`config.mk`:
```
export PLATFORM = sky130hd
export DESIGN_NAME = tgi_coord
export DESIGN_NICKNAME = d
export VERILOG_FILES = /design/src/hdl/tgi_pkg.sv /design/src/hdl/tgi_coord.sv
export SDC_FILE = /design/constraint.sdc
export NUM_CORES = 1
export LEC_CHECK = 0
export BUFFER_PORTS_ARGS = -buffer_cell sky130_fd_sc_hd__buf_2
export CORE_MARGIN = 4
export CORE_UTILIZATION = 40
export DETAILED_ROUTE_END_ITERATION = 16
export PLACE_DENSITY_LB_ADDON = 0.08
export SLEW_MARGIN = 20
export SYNTH_ARGS = -nofsm -noshare
export SYNTH_HDL_FRONTEND = slang
export SYNTH_SLANG_ARGS = --single-unit
```
`constraint.sdc`:
```
create_clock -name clk -period 8.8 [get_ports clk]
set_clock_uncertainty 0.05 [all_clocks]
set_input_delay 0.44 -clock clk [delete_from_list [all_inputs] [get_ports clk]]
set_output_delay 0.44 -clock clk [all_outputs]
set_load 0.02 [all_outputs]
```
`src/hdl/tgi_pkg.sv`:
```
package tgi_pkg;

    localparam logic KIND_LOAD  = 1'b0;
    localparam logic KIND_QUERY = 1'b1;

    // One in Q1.16, and the same value widened for sums of two fractions.
    localparam logic [16:0] ONE_Q16     = 17'h10000;
    localparam logic [17:0] ONE_Q16_W   = 18'h10000;
    localparam logic [34:0] ROUND_HALF  = 35'h0_0000_8000;

    typedef struct packed {
        logic [16:0] w2;
        logic [16:0] w1;
        logic [16:0] w0;
    } weights_t;

    typedef struct packed {
        logic [15:0] c3;
        logic [15:0] c2;
        logic [15:0] c1;
        logic [15:0] c0;
    } sample_t;

endpackage

```
`src/hdl/tgi_coord.sv`:
```
module tgi_coord #(
    parameter int MAX_ORDER = 31,
    parameter int AW        = 10
) (
    input  logic              clk,
    input  logic [2:0]        en,
    input  logic [4:0]        order,
    input  logic [16:0]       coord_u,
    input  logic [16:0]       coord_v,
    output logic [AW-1:0]     idx0,
    output logic [AW-1:0]     idx1,
    output logic [AW-1:0]     idx2,
    output tgi_pkg::weights_t weights,
    output logic              range_err
);

    localparam int OW = (MAX_ORDER < 2) ? 1 : $clog2(MAX_ORDER + 1);
    localparam int NW = OW + 17;
    localparam int IW = 2 * OW + 3;

    logic [8:0]    order_x;
    logic [8:0]    ord9;
    logic [OW-1:0] ord;

    logic [NW-1:0] nu_reg;
    logic [NW-1:0] nv_reg;
    logic          err1_reg;

    logic [OW-1:0] cu;
    logic [OW-1:0] cv;
    logic [16:0]   fu;
    logic [16:0]   fv;
    logic [17:0]   sw;

    logic [OW-1:0] cu2_reg;
    logic [OW-1:0] cv2_reg;
    logic [16:0]   fu2_reg;
    logic [16:0]   fv2_reg;
    logic [17:0]   sw2_reg;
    logic          up2_reg;
    logic          err2_reg;

    logic [IW-1:0] d;
    logic [IW-1:0] tri_n;
    logic [IW-1:0] base;
    logic [IW-1:0] i0;
    logic [IW-1:0] i1;
    logic [IW-1:0] i2;
    tgi_pkg::weights_t w;

    // An order of zero acts as one; an order above the table acts as the largest.
    assign order_x = {4'b0, order};

    always_comb
    begin
        if (order_x == 9'd0)
            ord9 = 9'd1;
        else if (order_x > 9'(MAX_ORDER))
            ord9 = 9'(MAX_ORDER);
        else
            ord9 = order_x;
    end

    assign ord = ord9[OW-1:0];

    always_ff @(posedge clk)
    begin
        if (en[0])
        begin
            nu_reg   <= NW'(ord) * NW'(coord_u);
            nv_reg   <= NW'(ord) * NW'(coord_v);
            err1_reg <= ({1'b0, coord_u} + {1'b0, coord_v}) > tgi_pkg::ONE_Q16_W;
        end
    end

    // On the far edge both fractions are zero; step one cell back with fraction one.
    always_comb
    begin
        cu = nu_reg[16 +: OW];
        cv = nv_reg[16 +: OW];
        fu = {1'b0, nu_reg[15:0]};
        fv = {1'b0, nv_reg[15:0]};
        if (({1'b0, cu} + {1'b0, cv}) >= {1'b0, ord})
        begin
            if (cu != '0)
            begin
                cu = cu - OW'(1);
                fu = tgi_pkg::ONE_Q16;
            end
            else if (cv != '0)
            begin
                cv = cv - OW'(1);
                fv = tgi_pkg::ONE_Q16;
            end
        end
        sw = {1'b0, fu} + {1'b0, fv};
    end

    always_ff @(posedge clk)
    begin
        if (en[1])
        begin
            cu2_reg  <= cu;
            cv2_reg  <= cv;
            fu2_reg  <= fu;
            fv2_reg  <= fv;
            sw2_reg  <= sw;
            up2_reg  <= sw > tgi_pkg::ONE_Q16_W;
            err2_reg <= err1_reg;
        end
    end

    // The upper half-cell uses the node of the next diagonal as its base.
    always_comb
    begin
        d     = IW'(cu2_reg) + IW'(cv2_reg) + IW'(up2_reg);
        tri_n = (d * (d + IW'(1))) >> 1;
        base  = tri_n + IW'(cv2_reg);
        if (up2_reg)
        begin
            i0   = base + IW'(1);
            i1   = base;
            i2   = base + d + IW'(2);
            w.w0 = tgi_pkg::ONE_Q16 - fu2_reg;
            w.w1 = tgi_pkg::ONE_Q16 - fv2_reg;
            w.w2 = 17'(sw2_reg - tgi_pkg::ONE_Q16_W);
        end
        else
        begin
            i0   = base + d + IW'(1);
            i1   = base + d + IW'(2);
            i2   = base;
            w.w0 = fu2_reg;
            w.w1 = fv2_reg;
            w.w2 = 17'(tgi_pkg::ONE_Q16_W - sw2_reg);
        end
    end

    always_ff @(posedge clk)
    begin
        if (en[2])
        begin
            idx0      <= i0[AW-1:0];
            idx1      <= i1[AW-1:0];
            idx2      <= i2[AW-1:0];
            weights   <= w;
            range_err <= err2_reg;
        end
    end

endmodule

```
Word-level counts from Yosys, hierarchy flattened
Cells that the tools add are included.
Widths: inputs -> output; s select.
- add/subtract/negate cells: 17
- multipliers: 3
- divide/modulo/power cells: 0
- magnitude comparators: 4
- equality and inequality tests: 0
- shift-type cells: 0
- mux-type cells: 16
- bitwise operators: 0
- reductions and logical operators: 3
- operator list (kind ; number):
    $mux 17 ; 5
    $mux 51 ; 1
    $sub 17x17->17 const A ; 3
    $mul 5x17->21 ; 2
    $add 17x17->18 ; 2
    $gt 18x17->1 const B ; 2
    $mux 5 ; 7
    $mux 10 ; 3
    $add 10x1->10 const B ; 2
    $sub 17x17->17 const B ; 1
    $add 5x5->6 ; 2
    $mul 7x8->11 ; 1
    $add 10x2->10 const B ; 1
    $add 10x5->10 ; 1
    $add 10x7->10 ; 1
    $reduce_bool 5->1 ; 2
    $sub 5x1->5 const B ; 2
    $logic_not 9->1 ; 1
    $add 7x1->8 const B ; 1
    $add 6x1->7 ; 1
    $ge 6x5->1 ; 1
    $gt 5x5->1 const B ; 1
- flip-flop bits (word level): 188
- bits in latches: 0
- RAM bits: 0
- ROM bits: 0
- word-level logic and storage cells: 60
- memories: 0

Logic depth before layout (Yosys ltp)
- depth in word-level cells: 8
- depth in mapped cells: 32
- mapped depth without buffers: 32

Worst setup path before layout
No wires, ideal clock.
- kind: reg2reg
- start: register up2_reg
- end: register idx1[9] (data pin)
- arrival time: 7.036 ns
- required time: 8.479 ns
- slack: 1.442 ns
- cell stages (with the launch flop): 28
- buffers on the path: 0
- clock period less this slack: 7.358 ns
- cells stage by stage: edfxtp_1 fa_1 inv_1 fa_1 inv_1 ha_1 nand3_1 ha_1 nor2_1 fa_1 ha_1 inv_1 fa_1 fa_1 inv_1 ha_1 a211oi_1 nor2_1 ha_1 a21boi_0 a21oi_1 ha_1 xnor2_1 nand3_1 or2_2 maj3_1 nor4_1 xor2_1
- cells in the longest elaborated chain, start to end: 7
- ends and longest elaborated chain (item ; RTL line ; text):
    start: declaration ; tgi_coord.sv:40 ; logic up2_reg;
    start signal: assignment ; tgi_coord.sv:108 ; up2_reg <= sw > tgi_pkg::ONE_Q16_W;
    $add 6x1->7 ; tgi_coord.sv:116 ; d = IW'(cu2_reg) + IW'(cv2_reg) + IW'(up2_reg);
    $add 7x1->8 ; tgi_coord.sv:117 ; tri_n = (d * (d + IW'(1))) >> 1;
    $mul 7x8->11 ; tgi_coord.sv:117 ;
    $add 10x5->10 ; tgi_coord.sv:118 ; base = tri_n + IW'(cv2_reg);
    $add 10x7->10 ; tgi_coord.sv:131 ; i1 = base + d + IW'(2);
    $add 10x2->10 ; tgi_coord.sv:131 ;
    $mux 10 (*) ; tgi_coord.sv:119 ; if (up2_reg)
    net i1[9] ; tgi_coord.sv:47 ; logic [IW-1:0] i1;
    end signal: assignment ; tgi_coord.sv:144 ; idx1 <= i1[AW-1:0];
    end: declaration ; tgi_coord.sv:11 ; output logic [AW-1:0] idx1,
Mark *: on every way through the listed nets, which the timed path passes. The rest lies on a longest branch.
A chain may end at the register's enable or synchronous reset.

Worst setup path in the final report
- start: register cv2_reg[0]
- end: register idx1[9] (data pin)
- cells in the longest elaborated chain, start to end: 8
- ends and longest elaborated chain (item ; RTL line ; text):
    start: declaration ; tgi_coord.sv:36 ; logic [OW-1:0] cv2_reg;
    start signal: assignment ; tgi_coord.sv:104 ; cv2_reg <= cv;
    $add 5x5->6 ; tgi_coord.sv:116 ;
    $add 6x1->7 ; tgi_coord.sv:116 ;
    $add 7x1->8 ; tgi_coord.sv:117 ;
    $mul 7x8->11 ; tgi_coord.sv:117 ;
    $add 10x5->10 ; tgi_coord.sv:118 ;
    $add 10x7->10 ; tgi_coord.sv:131 ;
    $add 10x2->10 ; tgi_coord.sv:131 ;
    $mux 10 (*) ; tgi_coord.sv:119 ;
    net i1[9] ; tgi_coord.sv:47 ;
Marks and branches as above.

==> reports/metrics.cfg <==
[detailed_routing]
wl_per_cell_um=16.34
drtIter0Drc=388
first_pass_iters=7
via_per_inst=4.977
wirelength_mm=36.29
dr_total_vias=11050
drc=0
ant_nets=0

[cts]
clkTransAtPathRegs_ps=70
cts_setup_buffers=0
cts_sinks=188
cts_hold_buf=0
cts_max_level=4
clk_latency_ps=430
ctsResizeCount=0
clk_path_buf_depth=2
cts_buffers=17
tritoncts=built
root_buffer=clkbuf_16

[final_layout]
final_nets=1994
fillers=3836
area_delta_synth_final_pct=11.87
postLayoutCellArea_mm2=0.01802
final_common_cell=edfxtp_1
drive_gt1_share_pct=11.44
largest_reg_flops=51
num_antenna_cells=0
final_cell_mix=edfxtp_1, inv_1, ha_1

[sta]
hold_violations=0
hold_ws_ps=351.7
fmax_mhz=123.8
tightest_slew_ps=951.6
drv_slew=0
rsz0062_at_grt=no
setup_tns_ps=0
setup_viol=0
slew-limit-headroom_pct=36.56
period_share_pct=91.82
fin_ws_ps=719.6
fin_crit_ps=8080

[global_routing]
grt_overflow=0
grt_pass1_wl_mm=59.98
grt_max_degree=67
track_usage_pct=16.80
first_global_vias=11340
antenna_found_initial=0

[synth]
synth_warnings=0
synth_area_mm2=0.01611
syn-num-nets=1867
yosysTopAreaCell=edfxtp_1
postSynthCellCount=1556
synth_edf_count=188
netlist.area_leader.share_pct=35.05
synth_area_per_cell_um2=10.35
async_reset_ff_share_pct=0
synth-main-ff-cell=edfxtp_1
synth_cell_types=67
seq_area_frac_synth_pct=35.05
ys_seq_elements=188
synth_area_leaders=edfxtp_1, fa_1, ha_1

[critical_path]
crit_fanout=7
critPathRequiredTime_ps=8900
crit_slowest_cell=fa_1
worstPathArrival_ps=8180
ff2ff_path_depth=30
cp-startpoint=cv2_reg[0]
timing.reg2reg.setup_slack_ps=720
cp-endpoint=idx1[9]
slowest_delay_ps=540
crit_type=reg -> reg
start_kind=register
worst_setup_path_end_kind=register
r2r-start=cv2_reg[0]
r2r-end=idx1[9]

[floorplanning]
std_cell_rows=73
core_mm2=0.03973
ioPinCount=125
die-area_mm2=0.04355
fp.dieH_um=208.7
chipWidth_um=208.7
start_util_pct=40.54

[status]
status=complete, no violations

[placed_design]
dpl_worst_slack_ps=674.9
port_buffers=124
dp_hpwl_mm=29.75
dpl_cell_area_mm2=0.01738
place_congestion=0.8212

[worst_hold_path]
hold_start=en[2]
min_path_type=in -> reg

[flow_run]
drv_cap=0

[per-stage QoR]
step                      utilization, %  cells
final                              45.35   2221
after global routing               45.35   2221
after CTS                          45.35   2221
after detailed placement           43.75   2189
after global placement             43.75   2189
after floorplan                        -   1556
[kinds of logic (layout without fill, tap and decap cells)]
kind of cell    Yosys count  count (layout)  share of synthesized area, %
buf+inv                 202             342                         4.707
xor+xnor                145             145                         7.884
fa+ha+maj               270             270                         26.21
compound gates          259             259                         10.63
simple gates            482             482                         14.87
mux                      10              10                        0.6525
flops                   188             188                         35.05
[final cells by class]
type	count	area, um2	share of cell area (%)
well taps	525	656.9	3.645
repair buffers	139	735.7	4.083
clock inverters	14	206.4	1.146
clock buffers	18	429.2	2.382
inverters	171	641.9	3.562
flip-flops and latches	188	5645	31.33
multi-input cells	1166	9704	53.85
[metal layers]
layer  part of all wire [%]  wire length [um]  global-route usage (%)
met3                    2.6               958                   1.937
met5                      0                 0                       0
met2                     48             17440                   28.44
met1                     49             17660                   23.82
met4                   0.65               236                   2.768
[cell usage after synthesis, types with 28 or more instances]
cell,number
xor2_1,39
fa_1,113
ha_1,155
and2_1,97
clkbuf_1,28
o21ai_0,45
a21oi_1,67
edfxtp_1,188
nor2_1,100
xnor2_1,106
nor3_1,28
inv_1,171
nand2_1,144
[worst max-delay path, delay by kind of cell (launching register included)]
family          cells  cell delay [ps]
xor+xnor            3              940
compound gates      5              720
flops               1              430
buf+inv             5              420
simple gates        6             1130
fa+ha+maj          11             4130
[worst min path at each step]
stage                     cells past startpoint     endpoint  slack, ps
final                                         1  weights[26]        350
after global routing                          1  weights[35]        330
after global placement                        0     err2_reg        360
after detailed placement                      0    range_err        360
after floorplan                               0     err2_reg        350
after CTS                                     1  weights[37]        330
Power is not shown: default switching activity piles up to over one toggle a cycle in this logic, so the estimate is an artifact.
